--- config.mk ---
export PLATFORM = sky130hd
export DESIGN_NAME = psms_queue
export DESIGN_NICKNAME = d
export VERILOG_FILES = /design/src/hdl/psms_pkg.sv /design/src/hdl/psms_queue.sv
export SDC_FILE = /design/constraint.sdc
export NUM_CORES = 1
export LEC_CHECK = 0
export ABC_AREA = 1
export BUFFER_PORTS_ARGS = -buffer_cell sky130_fd_sc_hd__buf_2
export CAP_MARGIN = 20
export CORE_ASPECT_RATIO = 0.75
export CORE_MARGIN = 5
export CORE_UTILIZATION = 62
export DETAILED_ROUTE_END_ITERATION = 10
export PLACE_DENSITY_LB_ADDON = 0.2
export SETUP_SLACK_MARGIN = 0.3
export SLEW_MARGIN = 0
export SYNTH_ARGS = -nofsm -noshare
export SYNTH_HDL_FRONTEND = slang
export SYNTH_SLANG_ARGS = --single-unit
--- constraint.sdc ---
create_clock -name clk -period 7 [get_ports clk]
set_clock_uncertainty 0.05 [all_clocks]
set_input_delay 0.7 -clock clk [delete_from_list [all_inputs] [get_ports clk]]
set_output_delay 0.7 -clock clk [all_outputs]
set_load 0.02 [all_outputs]
--- src/hdl/psms_pkg.sv ---
package psms_pkg;

  localparam int MAX_POINTS = 1024;
  localparam int MAX_DIMS   = 4;
  localparam int COORD_W    = 24;
  localparam int CNT_W      = 11;
  localparam int SUM_W      = 35;
  localparam int MAG_W      = 34;
  localparam int SQ_W       = 59;
  localparam int WIDE_W     = 72;
  localparam int DSR_W      = 23;
  localparam int NN_W       = 22;
  localparam int ROOT_W     = 48;
  localparam int QDEPTH     = 4;
  localparam int QPTR_W     = 2;

  localparam logic [23:0] SCALE_ONE = 24'd4096;
  localparam logic [23:0] SCALE_MAX = 24'hFFFFFF;

  localparam logic [1:0] MODE_NONE   = 2'd0;
  localparam logic [1:0] MODE_OWN    = 2'd1;
  localparam logic [1:0] MODE_TAKE_X = 2'd2;
  localparam logic [1:0] MODE_TAKE_Y = 2'd3;

  localparam logic [1:0] ST_OK    = 2'd0;
  localparam logic [1:0] ST_EMPTY = 2'd1;
  localparam logic [1:0] ST_NONE  = 2'd2;

  localparam logic REG_DIMS = 1'b0;
  localparam logic REG_MODE = 1'b1;

  typedef struct packed {
    logic               set_sel;
    logic signed [23:0] coord0;
    logic signed [23:0] coord1;
    logic signed [23:0] coord2;
    logic signed [23:0] coord3;
    logic               last_of_set;
  } in_item_t;

  typedef struct packed {
    logic [1:0]         dim_index;
    logic signed [23:0] mean_x;
    logic signed [23:0] mean_y;
    logic [23:0]        scale_x;
    logic [23:0]        scale_y;
    logic [1:0]         status;
    logic               last;
  } out_item_t;

  typedef struct packed {
    logic                                    set_sel;
    logic [MAX_DIMS-1:0][COORD_W-1:0]        coords;
    logic                                    last_of_set;
    logic [1:0]                              dims_m1;
  } q_item_t;

  typedef struct packed {
    logic [CNT_W-1:0]                 count;
    logic [MAX_DIMS-1:0][SUM_W-1:0]   sums;
    logic [SQ_W-1:0]                  sumsq;
  } set_stats_t;

  typedef struct packed {
    logic       start;
    logic [1:0] dims_m1;
  } fin_req_t;

  typedef enum logic [3:0] {
    FIN_IDLE,
    FIN_MEAN,
    FIN_MEAN_WAIT,
    FIN_SQ_INIT,
    FIN_MUL_A,
    FIN_MUL_B,
    FIN_NN,
    FIN_DIV_GO,
    FIN_DIV_WAIT,
    FIN_ROOT,
    FIN_EMIT
  } fin_state_t;

  function automatic logic [MAG_W-1:0] mag_of(input logic [SUM_W-1:0] s);
    logic [SUM_W-1:0] n;
    n = s[SUM_W-1] ? (~s + SUM_W'(1)) : s;
    return n[MAG_W-1:0];
  endfunction

endpackage

--- src/hdl/psms_queue.sv ---
module psms_queue (
  input  logic              clk,
  input  logic              rst,
  input  logic              push,
  input  psms_pkg::q_item_t push_item,
  output logic              full,
  output logic              head_valid,
  output psms_pkg::q_item_t head,
  input  logic              pop
);
  import psms_pkg::*;

  q_item_t             slots [QDEPTH];
  logic [QPTR_W-1:0]   wr_ptr;
  logic [QPTR_W-1:0]   rd_ptr;
  logic [QPTR_W:0]     fill;

  assign full       = (fill == (QPTR_W+1)'(QDEPTH));
  assign head_valid = (fill != '0);
  assign head       = slots[rd_ptr];

  always_ff @(posedge clk) begin
    if (rst) begin
      wr_ptr <= '0;
      rd_ptr <= '0;
      fill   <= '0;
    end else begin
      if (push) begin
        wr_ptr <= wr_ptr + QPTR_W'(1);
      end
      if (pop) begin
        rd_ptr <= rd_ptr + QPTR_W'(1);
      end
      if (push && !pop) begin
        fill <= fill + (QPTR_W+1)'(1);
      end else if (pop && !push) begin
        fill <= fill - (QPTR_W+1)'(1);
      end
    end
  end

  always_ff @(posedge clk) begin
    if (push) begin
      slots[wr_ptr] <= push_item;
    end
  end

endmodule

==> flow_summary.json <==
{
  "status": "finished, final reports clean",
  "postSynthCellCount": 1026,
  "yosysWarnings": 0,
  "maxSlewViolCount": 0,
  "gp_congestion": 0.7389,
  "grt_pass1_wl_um": 47620,
  "cp-end-kind": "output port",
  "dr.first_iter.drc_count": 610,
  "start_util_pct": 62.32,
  "hold_violations": 0,
  "wl_um": 31310,
  "hold-worst-slack_ns": 0.3000,
  "dieArea_sq_mm": 0.02813,
  "rsz0062_at_grt": "false",
  "synth_compound_area_share_pct": 10.96,
  "synthXorXnorAreaFrac_pct": 0.05687,
  "timing.critical_path.fanout_max": 73,
  "arrival_ns": 3.36,
  "p_leak_nw": 6.169,
  "die_w_um": 192.0,
  "area_growth_syn_to_layout_pct": 14.60,
  "tightest_slew_ns": 0.9655,
  "cts_tree": "built",
  "peakVddDrop_uv": 315.3,
  "n_fill_cell": 1643,
  "startpoint_type": "flop",
  "h-tree-depth": 2,
  "rows": 50,
  "ioPinCount": 206,
  "rr_startpoint": "wr_ptr[1]",
  "yosysUniqueCellTypes": 27,
  "min_period_over_period_pct": 58.66,
  "cts_hold_buf": 0,
  "cts-resized-gates": 0,
  "drive_above_1_share_pct": 22.71,
  "cts_buffers": 39,
  "grt_pass1_vias": 8578,
  "vias_per_cell": 5.685,
  "synth_seq_area_share_pct": 79.16,
  "multi_input_area_sq_mm": 0.002613,
  "p_total_mw": 5.366,
  "synth-simple-area-share_pct": 5.411,
  "syn_avg_cell_area_sq_um": 15.01,
  "critPathKind": "reg -> out",
  "hold_end": "fill[0]",
  "track_usage_pct": 21.64,
  "wl_per_cell_um": 19.72,
  "cts_root_buf": "clkbuf_16",
  "hp-class": "in -> reg",
  "setup_viol": 0,
  "synthMuxAreaShare_pct": 0,
  "slew_headroom_pct": 35.64,
  "cts_setup_buffers": 0,
  "antenna_found_initial": 9,
  "drc": 0,
  "syn_nets": 1136,
  "tns_ns": 0,
  "post-route-min-period_ns": 4.106,
  "clock.fmax_mhz": 243.5,
  "path_clk_slew_ns": 0.06,
  "synthesis.area_sq_mm": 0.01540,
  "final_common_cell": "edfxtp_1",
  "min-delay-start": "rst",
  "powerDensity_mw_per_mm2": 304.0,
  "regToRegSetupSlack_ns": 4.57,
  "synth_top_family_by_area": "compound AO/OA/AOI/OAI gates",
  "cp.required_ns": 6.25,
  "core_region_area_sq_mm": 0.02471,
  "io_buffers": 205,
  "worstHoldPathCells": 2,
  "worstRegToRegCells": 5,
  "num_vias": 9027,
  "dr.pass1.iters": 5,
  "synthAdderAreaFrac_pct": 0.5362,
  "clockBufferDepth": 3,
  "dpl.hpwl_um": 17350,
  "ant_nets": 0,
  "clock-sinks": 409,
  "fp.dieH_um": 146.5,
  "maxCapViolations": 0,
  "mostFrequentLayoutCells": "400 x edfxtp_1, 206 x nor2_1, 205 x buf_2, 105 x o21ai_0, 99 x o22ai_1",
  "num-nets-final": 1326,
  "grt_max_degree": 121,
  "worstSkewPairLatency_ns": 0.51,
  "ff_latch_area_sq_mm": 0.01220,
  "grt_overflow": 0,
  "r2r_end": "slots[1][11]",
  "synth_seq_cells": 409
}
-- metal layers --
metal | GRT usage, % | up-vias | wire [um]
li1 | - | 4268 | -
met1 | 31.93 | 4379 | 13840
met2 | 33.12 | 311 | 14450
met3 | 5.593 | 57 | 2453
met4 | 5.239 | 12 | 484
met5 | 0 | - | 80
-- flip-flops by register name (all words and copies together), names as in the netlist, named ones only --
register	cells
rd_ptr	2
wr_ptr	2
slots	400
fill	3
-- per-stage QoR --
step	util, %	std cells	cell area, sq um	setup slack (ns)
after floorplan	-	1026	15400	3.831
after global placement	66.40	1513	16410	3.475
after detailed placement	66.40	1513	16410	3.431
after CTS	71.38	1584	17640	2.880
after global routing	71.41	1587	17650	2.651
final	71.42	1588	17650	2.894
-- critical path: stages (launching register included) --
cell	delay, ns
dfxtp_4	0.76
buf_4	0.65
buf_4	0.64
o21ai_0	0.19
o22ai_1	0.26
buf_2	0.22
-- final cells by class --
| type | count | share of cell area (%) |
|---|---|---|
| antenna | 4 | 0.05671 |
| clock buffer | 49 | 6.097 |
| clock inverter | 22 | 0.8791 |
| inverter | 17 | 0.4537 |
| multi-input combinational | 535 | 14.80 |
| sequential | 409 | 69.12 |
| tap | 338 | 2.396 |
| timing repair buffer | 214 | 6.196 |
-- Yosys cell counts (all sizes together) --
library cell  number  area, sq um
edfxtp           400        12010
nor2             207        779.5
o21ai            205         1041
o22ai            100        631.9
buf               33        380.4
clkbuf            32        150.2
inv               16        62.56
nand2             10        37.54
dfxtp              9        180.2
ha                 5        62.56
a21oi              3        15.01
clkinv             1        3.750
fa                 1        20.02
nand3              1        5.000
nand4              1        6.260
nor3               1        5.000
xor2               1        8.760
-- worst max path at each step --
stage / slack (ns) / endpoint / cells past startpoint
after floorplan: 3.83 / slots[0][0] / 2
final: 2.89 / head[89] / 5
after detailed placement: 3.43 / head[89] / 5
after CTS: 2.88 / head[89] / 5
after global routing: 2.65 / head[89] / 5
after global placement: 3.48 / head[89] / 5
-- where the power goes --
group / switching (mW) / internal, mW
clock network: 0.838 / 1.16
registers: 0.0374 / 2.80
logic: 0.375 / 0.153
total: 1.25 / 4.12
-- logic make-up after synthesis --
group | Yosys count
adder cells (fa/ha/maj) | 6
buffers and inverters | 82
flip-flops | 409
XOR/XNOR | 1
AO/OA/AOI/OAI | 308
AND/OR/NAND/NOR | 220
(Power assumes the default switching activity.)
