File: config.mk
export PLATFORM = sky130hd
export DESIGN_NAME = psms_accum
export DESIGN_NICKNAME = d
export VERILOG_FILES = /design/src/hdl/psms_pkg.sv /design/src/hdl/psms_accum.sv
export SDC_FILE = /design/constraint.sdc
export NUM_CORES = 2
export LEC_CHECK = 0
export BUFFER_PORTS_ARGS = -buffer_cell sky130_fd_sc_hd__buf_2
export CAP_MARGIN = 20
export CORE_MARGIN = 3
export CORE_UTILIZATION = 50
export DETAILED_ROUTE_END_ITERATION = 16
export GPL_ROUTABILITY_DRIVEN = 0
export PLACE_DENSITY_LB_ADDON = 0.2
export SYNTH_ARGS = -nofsm -noshare
export SYNTH_HDL_FRONTEND = slang
export SYNTH_SLANG_ARGS = --single-unit
export TNS_END_PERCENT = 20
File: constraint.sdc
create_clock -name clk -period 33 [get_ports clk]
set_input_delay 3.3 -clock clk [delete_from_list [all_inputs] [get_ports clk]]
set_output_delay 3.3 -clock clk [all_outputs]
set_load 0.03 [all_outputs]
File: src/hdl/psms_pkg.sv
package psms_pkg;

  localparam int MAX_POINTS = 1024;
  localparam int MAX_DIMS   = 4;
  localparam int COORD_W    = 24;
  localparam int CNT_W      = 11;
  localparam int SUM_W      = 35;
  localparam int MAG_W      = 34;
  localparam int SQ_W       = 59;
  localparam int WIDE_W     = 72;
  localparam int DSR_W      = 23;
  localparam int NN_W       = 22;
  localparam int ROOT_W     = 48;
  localparam int QDEPTH     = 4;
  localparam int QPTR_W     = 2;

  localparam logic [23:0] SCALE_ONE = 24'd4096;
  localparam logic [23:0] SCALE_MAX = 24'hFFFFFF;

  localparam logic [1:0] MODE_NONE   = 2'd0;
  localparam logic [1:0] MODE_OWN    = 2'd1;
  localparam logic [1:0] MODE_TAKE_X = 2'd2;
  localparam logic [1:0] MODE_TAKE_Y = 2'd3;

  localparam logic [1:0] ST_OK    = 2'd0;
  localparam logic [1:0] ST_EMPTY = 2'd1;
  localparam logic [1:0] ST_NONE  = 2'd2;

  localparam logic REG_DIMS = 1'b0;
  localparam logic REG_MODE = 1'b1;

  typedef struct packed {
    logic               set_sel;
    logic signed [23:0] coord0;
    logic signed [23:0] coord1;
    logic signed [23:0] coord2;
    logic signed [23:0] coord3;
    logic               last_of_set;
  } in_item_t;

  typedef struct packed {
    logic [1:0]         dim_index;
    logic signed [23:0] mean_x;
    logic signed [23:0] mean_y;
    logic [23:0]        scale_x;
    logic [23:0]        scale_y;
    logic [1:0]         status;
    logic               last;
  } out_item_t;

  typedef struct packed {
    logic                                    set_sel;
    logic [MAX_DIMS-1:0][COORD_W-1:0]        coords;
    logic                                    last_of_set;
    logic [1:0]                              dims_m1;
  } q_item_t;

  typedef struct packed {
    logic [CNT_W-1:0]                 count;
    logic [MAX_DIMS-1:0][SUM_W-1:0]   sums;
    logic [SQ_W-1:0]                  sumsq;
  } set_stats_t;

  typedef struct packed {
    logic       start;
    logic [1:0] dims_m1;
  } fin_req_t;

  typedef enum logic [3:0] {
    FIN_IDLE,
    FIN_MEAN,
    FIN_MEAN_WAIT,
    FIN_SQ_INIT,
    FIN_MUL_A,
    FIN_MUL_B,
    FIN_NN,
    FIN_DIV_GO,
    FIN_DIV_WAIT,
    FIN_ROOT,
    FIN_EMIT
  } fin_state_t;

  function automatic logic [MAG_W-1:0] mag_of(input logic [SUM_W-1:0] s);
    logic [SUM_W-1:0] n;
    n = s[SUM_W-1] ? (~s + SUM_W'(1)) : s;
    return n[MAG_W-1:0];
  endfunction

endpackage

File: src/hdl/psms_accum.sv
module psms_accum (
  input  logic                 clk,
  input  logic                 rst,
  input  logic                 head_valid,
  input  psms_pkg::q_item_t    head,
  output logic                 pop,
  output psms_pkg::fin_req_t   req,
  input  logic                 done,
  output psms_pkg::set_stats_t stats_x,
  output psms_pkg::set_stats_t stats_y
);
  import psms_pkg::*;

  set_stats_t          stx;
  set_stats_t          sty;
  logic [1:0]          dcnt;
  logic                waiting;

  set_stats_t          cur;
  logic                take;
  logic                item_end;
  logic                work;
  logic signed [23:0]  c;
  logic signed [47:0]  c_sq;
  logic [SUM_W-1:0]    sum_new;
  logic [SQ_W-1:0]     sq_new;

  always_comb begin
    cur      = head.set_sel ? sty : stx;
    take     = (cur.count < CNT_W'(MAX_POINTS));
    c        = $signed(head.coords[dcnt]);
    c_sq     = c * c;
    sum_new  = SUM_W'($signed(cur.sums[dcnt]) + SUM_W'(c));
    sq_new   = cur.sumsq + {11'd0, c_sq};
    item_end = !take || (dcnt == head.dims_m1);
    work     = head_valid && !waiting;
    pop      = work && item_end;
    req.start   = pop && head.set_sel && head.last_of_set;
    req.dims_m1 = head.dims_m1;
  end

  assign stats_x = stx;
  assign stats_y = sty;

  always_ff @(posedge clk) begin
    if (rst || done) begin
      stx     <= '0;
      sty     <= '0;
      dcnt    <= '0;
      waiting <= 1'b0;
    end else if (work) begin
      if (take) begin
        if (head.set_sel) begin
          sty.sums[dcnt] <= sum_new;
          sty.sumsq      <= sq_new;
        end else begin
          stx.sums[dcnt] <= sum_new;
          stx.sumsq      <= sq_new;
        end
      end
      if (item_end) begin
        dcnt <= '0;
        if (take) begin
          if (head.set_sel) begin
            sty.count <= sty.count + CNT_W'(1);
          end else begin
            stx.count <= stx.count + CNT_W'(1);
          end
        end
        if (head.set_sel && head.last_of_set) begin
          waiting <= 1'b1;
        end
      end else begin
        dcnt <= dcnt + 2'd1;
      end
    end
  end

endmodule

==> flow_summary.yaml <==
cts:
  clock_sinks: 423
  cts_tree: "done"
  postCtsHoldBufs: 0
  htree_num_levels: 2
  clock_path_buffers: 3
  cts_resized: 0
  cts-root-buf: "clkbuf_16"
  path_clk_slew_ns: 0.06
  post-cts-setup-buffers: 0
  clk_latency_ns: 0.63
  numCtsBuffers: 47
worst_setup_path:
  cp_slowest_stage_delay_ns: 0.74
  critPathCaptureType: "flop"
  arrival_ns: 14.25
  cp_data_required_time_ns: 33.51
  crit_path_top_delay_cell: "fa_1"
  cp_common_cell: "fa_1"
  path_class: "in -> reg"
  start_kind: "input port"
  cp_max_fo: 20
synthesis:
  syn_area_per_cell_um2: 8.504
  async_reset_ff_share_pct: 0
  yosysWarningCount: 0
  syn-cell-area_um2: 42230
  synthesis.instances: 4966
  syn-num-nets: 5855
  synth_flop_cell: "dfxtp_1"
  synth-edff-count: 0
  ys_ff_latch: 423
  synth_seq_area_share_pct: 20.05
  ys_types: 87
sta:
  slew_headroom_pct: 8.505
  setup-tns-final_ns: 0
  setup_viol: 0
  period_minus_slack_ns: 13.74
  hold_violations: 0
  fmax_ghz: 0.07279
  worst_slew_pin_slew_ns: 1.372
  drv_slew: 0
  rsz0062_at_grt: "no"
  fin_crit_sh_pct: 41.63
  finClkSkew_ns: 0.07527
detailed_routing:
  post_drt_wl_per_cell_um: 21.77
  drt_pass1_iterations: 6
  drt-total-wl_um: 141700
  drc: 0
  drtIter0Drc: 3405
  drtAntennaViolNets: 0
  viasPerCell: 5.699
  vias: 37089
run_status:
  status: "finished clean"
floorplanning:
  core_um2: 82900
  dieArea_um2: 87990
  chipHeight_um: 296.6
  io_pins: 528
  start_util_pct: 50.94
  rows: 105
  dieWidth_um: 296.6
global_route:
  grt_max_degree: 233
  grt.total_usage_pct: 32.24
  grt_first_pass_wirelength_um: 218900
  antenna_found_initial: 2
  grt_overflow_total: 0
  grt_pass1_vias: 36887
job:
  maxCapViolCount: 0
layout:
  area_growth_pct: 12.15
  fill_cells: 7540
  regArea_um2: 8476
  multiInputGateArea_um2: 30080
  layout-drive-gt1-share_pct: 16.03
  final_nets: 6239
min_path:
  hold_class: "reg -> reg"
placement:
  dp.final_hpwl_um: 107800
  io_buffers: 527
==> layout make-up <==
class	count	share of cell area, %
repair buffers	590	6.607
well taps	1123	2.967
multi-input cells	3568	63.51
inverters	720	5.706
diodes	1	0.005283
clock buffers	68	2.946
clock inverters	15	0.3646
flip-flops and latches	423	17.90
==> cells in the mapped netlist, types with 40 or more instances <==
cell | n | share of area, %
a21oi_1 | 375 | 4.4
inv_1 | 708 | 6.3
fa_1 | 556 | 26
dfxtp_1 | 423 | 20
nand3_1 | 124 | 1.5
mux2_2 | 76 | 2.0
clkbuf_1 | 184 | 1.6
a21o_1 | 45 | 0.80
o21ai_0 | 110 | 1.3
xnor2_1 | 77 | 1.6
mux4_2 | 70 | 3.7
nor2_1 | 389 | 3.5
nand2_1 | 853 | 7.6
a211oi_1 | 51 | 0.91
buf_1 | 40 | 0.36
ha_1 | 229 | 6.8
nand4_1 | 42 | 0.62
o21ai_1 | 46 | 0.55
xor2_1 | 46 | 0.95
nor3_1 | 55 | 0.65
==> cell usage in the layout, fill, tap and decap left out, types with 16 or more instances in the layout <==
cell type | netlist | routed
nand2_1 | 853 | 851
inv_1 | 708 | 708
fa_1 | 556 | 556
buf_2 | 27 | 526
dfxtp_1 | 423 | 421
nor2_1 | 389 | 388
a21oi_1 | 375 | 375
ha_1 | 229 | 229
nand3_1 | 124 | 124
o21ai_0 | 110 | 100
xnor2_1 | 77 | 77
mux2_2 | 76 | 76
mux4_2 | 70 | 70
buf_4 | 3 | 62
o21ai_1 | 46 | 54
nor3_1 | 55 | 54
a211oi_1 | 51 | 51
clkbuf_16 | 0 | 47
xor2_1 | 46 | 46
a21o_1 | 45 | 45
nand4_1 | 42 | 42
mux2i_1 | 39 | 39
and3_1 | 37 | 37
o21a_1 | 37 | 37
or3_1 | 24 | 24
or4_1 | 20 | 20
a31oi_1 | 19 | 19
o21bai_1 | 19 | 19
nor2b_1 | 16 | 16
==> kinds of logic after synthesis <==
group,after synthesis,share of synthesized area [%]
adders and majority gates,785,33.14
buffers and inverters,975,8.790
AOI/OAI and AO/OA,837,12.19
xor gates and xnor gates,124,2.589
muxes,185,6.684
and+or+nand+nor,1637,16.56
DFF,423,20.05
==> routing by layer <==
metal	vias to the layer above	track usage (%)	share of wire, %
li1	16912	-	-
met1	18018	43.47	40
met2	1822	50.84	45
met3	335	7.496	10
met4	2	12.08	4.4
met5	-	0	0.0085
==> state kept, by name, summed over array words and instances (netlist names) <==
signal   cells
waiting      1
dcnt         2
stats_y    210
stats_x    210
==> per-stage QoR <==
stage	worst slack (ns)	cell area (µm²)	instances	hold WS (ns)	utilization, %
floorplan	20.39	42230	4966	0.4545	-
global placement	18.96	45790	6424	0.4522	55.24
detailed placement	18.82	45790	6424	0.4535	55.24
CTS	19.43	47360	6507	0.4614	57.13
global route	18.64	47360	6507	0.4791	57.13
finish	19.26	47360	6508	0.4627	57.13
==> path summary, 6_finish.rpt <==
check	startpoint	endpoint	slack, ns	cells past startpoint
max	head[6]	stats_y[53]$_SDFFE_PP0P_	19.26	34
min	stats_x[94]$_SDFFE_PP0P_	stats_x[94]$_SDFFE_PP0P_	0.46	2
max reg2reg	dcnt[0]$_SDFFE_PP0P_	stats_y[53]$_SDFFE_PP0P_	20.54	35
min reg2reg	stats_x[94]$_SDFFE_PP0P_	stats_x[94]$_SDFFE_PP0P_	0.46	2
==> worst max-delay path: cells and delay by family <==
kind / cells / cell delay (ns)
AO/OA/AOI/OAI: 8 / 2.19
multiplexers: 2 / 0.41
AND/OR/NAND/NOR: 7 / 2.19
adder cells (fa/ha/maj): 9 / 4.64
buffers and inverters: 8 / 1.51
Power is not shown: default switching activity piles up to over one toggle a cycle in this logic, so the estimate is an artifact.
