--- src/hdl/psms_pkg.sv ---
package psms_pkg;

  localparam int MAX_POINTS = 1024;
  localparam int MAX_DIMS   = 4;
  localparam int COORD_W    = 24;
  localparam int CNT_W      = 11;
  localparam int SUM_W      = 35;
  localparam int MAG_W      = 34;
  localparam int SQ_W       = 59;
  localparam int WIDE_W     = 72;
  localparam int DSR_W      = 23;
  localparam int NN_W       = 22;
  localparam int ROOT_W     = 48;
  localparam int QDEPTH     = 4;
  localparam int QPTR_W     = 2;

  localparam logic [23:0] SCALE_ONE = 24'd4096;
  localparam logic [23:0] SCALE_MAX = 24'hFFFFFF;

  localparam logic [1:0] MODE_NONE   = 2'd0;
  localparam logic [1:0] MODE_OWN    = 2'd1;
  localparam logic [1:0] MODE_TAKE_X = 2'd2;
  localparam logic [1:0] MODE_TAKE_Y = 2'd3;

  localparam logic [1:0] ST_OK    = 2'd0;
  localparam logic [1:0] ST_EMPTY = 2'd1;
  localparam logic [1:0] ST_NONE  = 2'd2;

  localparam logic REG_DIMS = 1'b0;
  localparam logic REG_MODE = 1'b1;

  typedef struct packed {
    logic               set_sel;
    logic signed [23:0] coord0;
    logic signed [23:0] coord1;
    logic signed [23:0] coord2;
    logic signed [23:0] coord3;
    logic               last_of_set;
  } in_item_t;

  typedef struct packed {
    logic [1:0]         dim_index;
    logic signed [23:0] mean_x;
    logic signed [23:0] mean_y;
    logic [23:0]        scale_x;
    logic [23:0]        scale_y;
    logic [1:0]         status;
    logic               last;
  } out_item_t;

  typedef struct packed {
    logic                                    set_sel;
    logic [MAX_DIMS-1:0][COORD_W-1:0]        coords;
    logic                                    last_of_set;
    logic [1:0]                              dims_m1;
  } q_item_t;

  typedef struct packed {
    logic [CNT_W-1:0]                 count;
    logic [MAX_DIMS-1:0][SUM_W-1:0]   sums;
    logic [SQ_W-1:0]                  sumsq;
  } set_stats_t;

  typedef struct packed {
    logic       start;
    logic [1:0] dims_m1;
  } fin_req_t;

  typedef enum logic [3:0] {
    FIN_IDLE,
    FIN_MEAN,
    FIN_MEAN_WAIT,
    FIN_SQ_INIT,
    FIN_MUL_A,
    FIN_MUL_B,
    FIN_NN,
    FIN_DIV_GO,
    FIN_DIV_WAIT,
    FIN_ROOT,
    FIN_EMIT
  } fin_state_t;

  function automatic logic [MAG_W-1:0] mag_of(input logic [SUM_W-1:0] s);
    logic [SUM_W-1:0] n;
    n = s[SUM_W-1] ? (~s + SUM_W'(1)) : s;
    return n[MAG_W-1:0];
  endfunction

endpackage

--- src/hdl/psms_div.sv ---
module psms_div (
  input  logic                               clk,
  input  logic                               rst,
  input  logic                               start,
  input  logic [psms_pkg::WIDE_W-1:0]        dividend,
  input  logic [psms_pkg::DSR_W-1:0]         divisor,
  output logic                               done,
  output logic [psms_pkg::WIDE_W-1:0]        quot
);
  import psms_pkg::*;

  localparam logic [6:0] LAST_STEP = 7'(WIDE_W - 1);

  logic [WIDE_W-1:0] dvd;
  logic [DSR_W-1:0]  rem;
  logic [DSR_W-1:0]  dsr;
  logic [6:0]        cnt;
  logic              busy;
  logic [DSR_W:0]    trial;
  logic              ge;

  assign trial = {rem, dvd[WIDE_W-1]};
  assign ge    = (trial >= {1'b0, dsr});
  assign quot  = dvd;

  always_ff @(posedge clk) begin
    if (rst) begin
      busy <= 1'b0;
      done <= 1'b0;
      cnt  <= '0;
    end else begin
      done <= busy && (cnt == LAST_STEP);
      if (start) begin
        busy <= 1'b1;
        cnt  <= '0;
      end else if (busy) begin
        cnt <= cnt + 7'd1;
        if (cnt == LAST_STEP) begin
          busy <= 1'b0;
        end
      end
    end
  end

  always_ff @(posedge clk) begin
    if (start) begin
      dvd <= dividend;
      rem <= '0;
      dsr <= divisor;
    end else if (busy) begin
      dvd <= {dvd[WIDE_W-2:0], ge};
      rem <= ge ? DSR_W'(trial - {1'b0, dsr}) : trial[DSR_W-1:0];
    end
  end

endmodule

--- src/hdl/psms_finish.sv ---
module psms_finish (
  input  logic                 clk,
  input  logic                 rst,
  input  psms_pkg::fin_req_t   req,
  input  logic [1:0]           mode,
  input  psms_pkg::set_stats_t stats_x,
  input  psms_pkg::set_stats_t stats_y,
  input  logic                 result_stall,
  output logic                 done,
  output logic                 result_valid,
  output psms_pkg::out_item_t  result
);
  import psms_pkg::*;

  fin_state_t                   state;
  fin_state_t                   state_next;
  logic                         set_idx;
  logic [1:0]                   d_idx;
  logic [1:0]                   dims_m1;
  logic [1:0]                   e_idx;
  logic [MAX_DIMS-1:0][23:0]    means_x;
  logic [MAX_DIMS-1:0][23:0]    means_y;
  logic [1:0][23:0]             scales;
  logic [WIDE_W-1:0]            acc_a;
  logic [WIDE_W-1:0]            acc_b;
  logic [WIDE_W-1:0]            mop;
  logic [MAG_W-1:0]             mbits;
  logic [5:0]                   mcnt;
  logic [NN_W-1:0]              nn;
  logic [ROOT_W-1:0]            root_v;
  logic [ROOT_W-1:0]            root_res;
  logic [ROOT_W-1:0]            root_bit;
  logic [4:0]                   rcnt;

  set_stats_t                   cur;
  logic [MAG_W-1:0]             cur_mag;
  logic [MAG_W-1:0]             nxt_mag;
  logic                         cur_neg;
  logic                         cnt_zero;
  logic                         mean_last;
  logic                         mul_last_a;
  logic                         mul_last_b;
  logic [WIDE_W-1:0]            diff;
  logic [NN_W+2:0]              dsr_full;
  logic                         div_start;
  logic                         div_done;
  logic [WIDE_W-1:0]            div_dividend;
  logic [DSR_W-1:0]             div_divisor;
  logic [WIDE_W-1:0]            div_quot;
  logic                         q_big;
  logic [ROOT_W:0]              root_sum;
  logic                         root_ge;
  logic [ROOT_W-1:0]            res_next;
  logic                         emit_load;
  out_item_t                    item;
  logic [23:0]                  neg_q;

  psms_div u_div (
    .clk      (clk),
    .rst      (rst),
    .start    (div_start),
    .dividend (div_dividend),
    .divisor  (div_divisor),
    .done     (div_done),
    .quot     (div_quot)
  );

  always_comb begin
    cur        = set_idx ? stats_y : stats_x;
    cur_mag    = mag_of(cur.sums[d_idx]);
    nxt_mag    = mag_of(cur.sums[d_idx + 2'd1]);
    cur_neg    = cur.sums[d_idx][SUM_W-1];
    cnt_zero   = (cur.count == '0);
    mean_last  = set_idx && (d_idx == 2'd3);
    mul_last_a = (mcnt == 6'(CNT_W - 1));
    mul_last_b = (mcnt == 6'(MAG_W - 1));
    diff       = (acc_a >= acc_b) ? (acc_a - acc_b) : '0;
    dsr_full   = nn * ({1'b0, dims_m1} + 3'd1);
    q_big      = (div_quot[WIDE_W-1:ROOT_W] != '0);
    root_sum   = {1'b0, root_res} + {1'b0, root_bit};
    root_ge    = ({1'b0, root_v} >= root_sum);
    res_next   = root_ge ? ((root_res >> 1) + root_bit) : (root_res >> 1);
    neg_q      = cur_neg ? (~div_quot[23:0] + 24'd1) : div_quot[23:0];
  end

  // Next state.
  always_comb begin
    state_next = state;
    case (state)
      FIN_IDLE: begin
        if (req.start) state_next = FIN_MEAN;
      end
      FIN_MEAN: begin
        if (!cnt_zero) state_next = FIN_MEAN_WAIT;
        else if (mean_last) state_next = FIN_SQ_INIT;
      end
      FIN_MEAN_WAIT: begin
        if (div_done) state_next = mean_last ? FIN_SQ_INIT : FIN_MEAN;
      end
      FIN_SQ_INIT: begin
        if (!cnt_zero) state_next = FIN_MUL_A;
        else if (set_idx) state_next = FIN_EMIT;
      end
      FIN_MUL_A: begin
        if (mul_last_a) state_next = FIN_MUL_B;
      end
      FIN_MUL_B: begin
        if (mul_last_b && (d_idx == dims_m1)) state_next = FIN_NN;
      end
      FIN_NN: begin
        state_next = FIN_DIV_GO;
      end
      FIN_DIV_GO: begin
        state_next = FIN_DIV_WAIT;
      end
      FIN_DIV_WAIT: begin
        if (div_done) begin
          if (!q_big) state_next = FIN_ROOT;
          else state_next = set_idx ? FIN_EMIT : FIN_SQ_INIT;
        end
      end
      FIN_ROOT: begin
        if (rcnt == 5'(COORD_W - 1)) state_next = set_idx ? FIN_EMIT : FIN_SQ_INIT;
      end
      FIN_EMIT: begin
        if (done) state_next = FIN_IDLE;
      end
      default: begin
        state_next = FIN_IDLE;
      end
    endcase
  end

  // Control outputs and result assembly.
  always_comb begin
    div_start    = ((state == FIN_MEAN) && !cnt_zero) || (state == FIN_DIV_GO);
    div_dividend = (state == FIN_MEAN) ? WIDE_W'(cur_mag) : diff;
    div_divisor  = (state == FIN_MEAN) ? DSR_W'(cur.count) : dsr_full[DSR_W-1:0];
    emit_load    = (state == FIN_EMIT) && (!result_valid || !result_stall);
    done         = emit_load && (e_idx == dims_m1);

    item.dim_index = e_idx;
    item.mean_x    = $signed(means_x[e_idx]);
    item.mean_y    = $signed(means_y[e_idx]);
    item.scale_x   = scales[0];
    item.scale_y   = scales[1];
    item.status    = ((stats_x.count == '0) || (stats_y.count == '0)) ? ST_EMPTY : ST_OK;
    item.last      = (e_idx == dims_m1);
    case (mode)
      MODE_NONE: begin
        item.mean_x  = '0;
        item.mean_y  = '0;
        item.scale_x = SCALE_ONE;
        item.scale_y = SCALE_ONE;
        item.status  = ST_NONE;
      end
      MODE_TAKE_X: begin
        item.mean_y  = $signed(means_x[e_idx]);
        item.scale_y = scales[0];
      end
      MODE_TAKE_Y: begin
        item.mean_x  = $signed(means_y[e_idx]);
        item.scale_x = scales[1];
      end
      default: begin
      end
    endcase
  end

  always_ff @(posedge clk) begin
    if (rst) begin
      state        <= FIN_IDLE;
      result_valid <= 1'b0;
    end else begin
      state <= state_next;
      if (emit_load) begin
        result_valid <= 1'b1;
      end else if (!result_stall) begin
        result_valid <= 1'b0;
      end
    end
  end

  always_ff @(posedge clk) begin
    case (state)
      FIN_IDLE: begin
        if (req.start) begin
          dims_m1 <= req.dims_m1;
          set_idx <= 1'b0;
          d_idx   <= '0;
          e_idx   <= '0;
        end
      end
      FIN_MEAN: begin
        if (cnt_zero) begin
          if (set_idx) means_y[d_idx] <= '0;
          else means_x[d_idx] <= '0;
          {set_idx, d_idx} <= {set_idx, d_idx} + 3'd1;
        end
      end
      FIN_MEAN_WAIT: begin
        if (div_done) begin
          if (set_idx) means_y[d_idx] <= neg_q;
          else means_x[d_idx] <= neg_q;
          {set_idx, d_idx} <= {set_idx, d_idx} + 3'd1;
        end
      end
      FIN_SQ_INIT: begin
        if (cnt_zero) begin
          scales[set_idx] <= '0;
          set_idx         <= 1'b1;
        end else begin
          acc_a <= '0;
          acc_b <= '0;
          mop   <= WIDE_W'(cur.sumsq);
          mbits <= MAG_W'(cur.count);
          mcnt  <= '0;
          d_idx <= '0;
        end
      end
      FIN_MUL_A: begin
        if (mbits[0]) acc_a <= acc_a + mop;
        if (mul_last_a) begin
          mcnt  <= '0;
          mop   <= WIDE_W'(cur_mag);
          mbits <= cur_mag;
        end else begin
          mop   <= mop << 1;
          mbits <= mbits >> 1;
          mcnt  <= mcnt + 6'd1;
        end
      end
      FIN_MUL_B: begin
        if (mbits[0]) acc_b <= acc_b + mop;
        if (mul_last_b) begin
          mcnt  <= '0;
          d_idx <= d_idx + 2'd1;
          mop   <= WIDE_W'(nxt_mag);
          mbits <= nxt_mag;
        end else begin
          mop   <= mop << 1;
          mbits <= mbits >> 1;
          mcnt  <= mcnt + 6'd1;
        end
      end
      FIN_NN: begin
        nn <= NN_W'(cur.count) * NN_W'(cur.count);
      end
      FIN_DIV_WAIT: begin
        if (div_done) begin
          if (q_big) begin
            scales[set_idx] <= SCALE_MAX;
            set_idx         <= 1'b1;
          end else begin
            root_v   <= div_quot[ROOT_W-1:0];
            root_res <= '0;
            root_bit <= ROOT_W'(1) << (ROOT_W - 2);
            rcnt     <= '0;
          end
        end
      end
      FIN_ROOT: begin
        if (root_ge) root_v <= ROOT_W'(root_v - root_sum[ROOT_W-1:0]);
        root_res <= res_next;
        root_bit <= root_bit >> 2;
        rcnt     <= rcnt + 5'd1;
        if (rcnt == 5'(COORD_W - 1)) begin
          scales[set_idx] <= res_next[23:0];
          set_idx         <= 1'b1;
        end
      end
      FIN_EMIT: begin
        if (emit_load) begin
          result <= item;
          e_idx  <= e_idx + 2'd1;
        end
      end
      default: begin
      end
    endcase
  end

endmodule

--- config.mk ---
export PLATFORM = sky130hd
export DESIGN_NAME = psms_finish
export DESIGN_NICKNAME = d
export VERILOG_FILES = /design/src/hdl/psms_pkg.sv /design/src/hdl/psms_div.sv /design/src/hdl/psms_finish.sv
export SDC_FILE = /design/constraint.sdc
export NUM_CORES = 2
export LEC_CHECK = 0
export ABC_AREA = 1
export ABC_CLOCK_PERIOD_IN_PS = 6900
export BUFFER_PORTS_ARGS = -buffer_cell sky130_fd_sc_hd__buf_2
export CORE_MARGIN = 2
export CORE_UTILIZATION = 42
export DETAILED_ROUTE_END_ITERATION = 10
export SYNTH_ARGS = -nofsm -noshare
export SYNTH_HDL_FRONTEND = slang
export SYNTH_SLANG_ARGS = --single-unit
--- constraint.sdc ---
create_clock -name clk -period 6.9 [get_ports clk]
set_input_delay 1.38 -clock clk [delete_from_list [all_inputs] [get_ports clk]]
set_output_delay 1.38 -clock clk [all_outputs]
set_load 0.005 [all_outputs]
==> flow_metrics.tcl <==
set metrics [dict create \
    met2WireLength_mm 152 \
    final_util_pct 47.3 \
    tightest_slew_ns 1.28 \
    post-route-period-util_pct 91.5 \
    boundaryPins 531 \
    syn_area_mm2 0.0766 \
    max_cap_violations 0 \
    clock_sink_count 882 \
    ant_nets 0 \
    cts_buffer_depth 3 \
    worst_ep_arrival_time_ns 6.83 \
    hp-start "u_div.rem[22]" \
    synth.distinct_cells 61 \
    hold_viol_final 0 \
    cp_data_required_time_ns 7.41 \
    crit_chain "buf_4 -> o21ai_2 -> nor2_1 -> fa_1 -> fa_1 -> inv_1 -> fa_1 -> inv_1 -> fa_1 -> inv_1 -> fa_1 -> inv_1 -> ha_1 -> nand2_1 -> o21ai_0 -> a21oi_1 -> o21ai_0 -> nand2_1 -> o21bai_1 -> xor2_1" \
    drive_above_1_share_pct 8.13 \
    critical_path_class "flop to flop" \
    hold_end "u_div.rem[22]" \
    die_w_um 431 \
    cp_slowest_cell "o21ai_2" \
    die_h_um 431 \
    fin_nets 12415 \
    stdcell_area_mm2 0.0856 \
    r2r_cells 20 \
    synth_cells 11058 \
    whs_path_depth 2 \
    ctsHoldBuffers 0 \
    grt_max_degree 126 \
    cts_buffers 106 \
    cts_root_buf "clkbuf_16" \
    worstReg2RegEnd "nn[17]" \
    relSlewSlack_pct 14.2 \
    multiInputGateArea_mm2 0.0436 \
    met1_length_mm 143 \
    vias 79210 \
    path_max_fanout 15 \
    ys_seq_area_share_pct 34.1 \
    gp_congestion 1.02 \
    top_layer "met4" \
    p_leak_nw 38.1 \
    fill_cells 18741 \
    regArea_mm2 0.0261 \
    r2r_slack_ns 0.58 \
    synth_fp_nets 11997 \
    ys.flop_type "edfxtp_1" \
    first_global_vias 75241 \
    syn_to_final_growth_pct 11.7 \
    fp-row-count 156 \
    core-area_mm2 0.181 \
    min_period_ns 6.32 \
    dp_hpwl_mm 273 \
    wl_per_cell_um 24.1 \
    dpl_cell_area_mm2 0.0819 \
    path_clk_slew_ns 0.06 \
    antenna_found_initial 18 \
    cts_resized 0 \
    vdd_ir_drop_max_mv 2.08 \
    die_area_mm2 0.186 \
    firstDrtPassIters 6 \
    startpoint_type "flop" \
    syn_avg_cell_area_um2 6.93 \
    setup_ws_ns 0.583 \
    skew_ns 0.0589 \
    max_stage_delay_ns 0.78 \
    status "finished clean" \
    cts_setup_buffers 0 \
    final_max_slew_viol_count 0 \
    htree_levels 3 \
    synth_edf_count 845 \
    port_buffers 530 \
    grt-ovfl-total 0 \
    ys_warn_count 0 \
    crit_top_cell "fa_1" \
    finalSetupTns_ns 0 \
    drc 0 \
    initialDrtViolationCount 8869 \
    grt_pass1_wl_mm 487 \
    p_per_area_mw_per_mm2 549 \
    place_ws_ns 0.138 \
    clk-insertion-delay-late_ns 0.80 \
    holdWs_ns 0.474 \
    tritoncts "built" \
    endpoint_kind "flop" \
    setup_viol 0 \
    via_per_inst 5.68 \
    reg2reg_from "set_idx" \
    ys_ff_latch 882 \
    initial_utilization_pct 42.3 \
    routed-wl-met3_mm 26.0 \
    min_path_type "flop to flop" \
    grt_use_total_pct 35.1 \
    cp_top_family "adder cells" \
    wirelength_mm 337 \
    rsz0062_at_grt "false" \
    ys_async_sr_fraction_pct 0 \
    max_freq_ghz 0.158 \
    path_buf_inv 5 \
]
flip-flops by register name, summed over array words and instances, names as in the netlist, 21 cells and up:
signal	cells
u_div.dsr	23
nn	21
mop	72
scales	48
root_res	48
root_bit	24
root_v	48
means_y	96
mbits	34
u_div.rem	23
acc_a	72
means_x	96
acc_b	72
u_div.quot	72
result	101
routing by layer:
metal | track usage (%) | vias up
li1 | - | 37662
met1 | 47.5 | 37571
met2 | 56.5 | 3451
met3 | 4.73 | 526
met4 | 14.3 | 0
met5 | 0 | -
cell usage after synthesis, types with 10 or more instances:
master,number,area (um^2)
a211oi_1,12,90.1
a21boi_0,20,150
a21o_1,42,315
a21oi_1,906,4530
a31oi_1,59,369
buf_1,56,210
buf_2,69,345
buf_4,16,120
buf_6,10,113
clkbuf_1,194,728
dfxtp_1,37,741
edfxtp_1,845,25400
fa_1,87,1740
ha_1,424,5310
inv_1,1464,5500
inv_2,10,37.5
nand2_1,2949,11100
nand3_1,756,3780
nand3b_1,16,120
nand4_1,72,450
nor2_1,1236,4640
nor3_1,74,370
nor4_1,33,206
o211ai_1,59,443
o21a_1,53,398
o21ai_0,909,4550
o21ai_1,42,210
o21bai_1,52,390
o22ai_1,119,744
o31ai_1,37,278
or2_2,45,282
xnor2_1,97,850
xor2_1,145,1270
power breakdown:
group | internal (mW) | switching (mW) | leakage, nW
Combinational | 9.75 | 21.7 | 28.3
Clock | 3.39 | 2.53 | 1.74
Sequential | 8.68 | 0.944 | 8.11
Total | 21.8 | 25.2 | 38.1
how the worst max path moves through the flow:
stage,depth (start not counted),slack [ns],end,start
4_1_cts,20,0.71,nn[17],set_idx
2_1_floorplan,21,0.59,nn[17],stats_y[204]
5_1_grt,20,0.36,nn[18],set_idx
6_report,20,0.58,nn[17],set_idx
3_3_place_gp,20,0.10,nn[17],stats_x[203]
3_5_place_dp,20,0.14,nn[17],stats_x[203]
layout by cell type (no fill, tap or decap), types with 72 or more instances in the layout:
master / count
nand3_1: 756
buf_4: 119
o22ai_1: 119
xnor2_1: 97
o21ai_0: 903
inv_1: 1460
xor2_1: 145
nand4_1: 72
buf_2: 530
ha_1: 424
nor2_1: 1223
nor3_1: 74
fa_1: 87
clkbuf_16: 106
nand2_1: 2945
edfxtp_1: 845
a21oi_1: 897
cell type report:
class | count | share of cell area, %
multi-input combinational | 8351 | 51.0
sequential | 882 | 30.5
inverter | 1480 | 6.51
timing repair buffer | 655 | 4.28
tap | 2370 | 3.46
clock buffer | 130 | 3.23
clock inverter | 66 | 0.971
antenna | 17 | 0.0497
worst min-delay path: stages (launching register included):
cell     delay (ns)
dfxtp_1        0.32
nand2_1        0.07
nand2_1        0.04
cells by family after synthesis:
group           Yosys count  share of synthesized area [%]
xor+xnor                242                           2.77
mux                       8                          0.105
compound gates         2354                           16.8
fa+ha+maj               511                           9.20
buf+inv                1825                           9.23
flops                   882                           34.1
simple gates           5236                           27.8
through the flow:
stage / power [mW] / std cells
after floorplan: 30.2 / 11058
after global placement: 40.4 / 13738
after detailed placement: 40.4 / 13738
after CTS: 46.6 / 13934
after global routing: 50.6 / 13943
final: 47.0 / 13951
(Power assumes the default switching activity.)
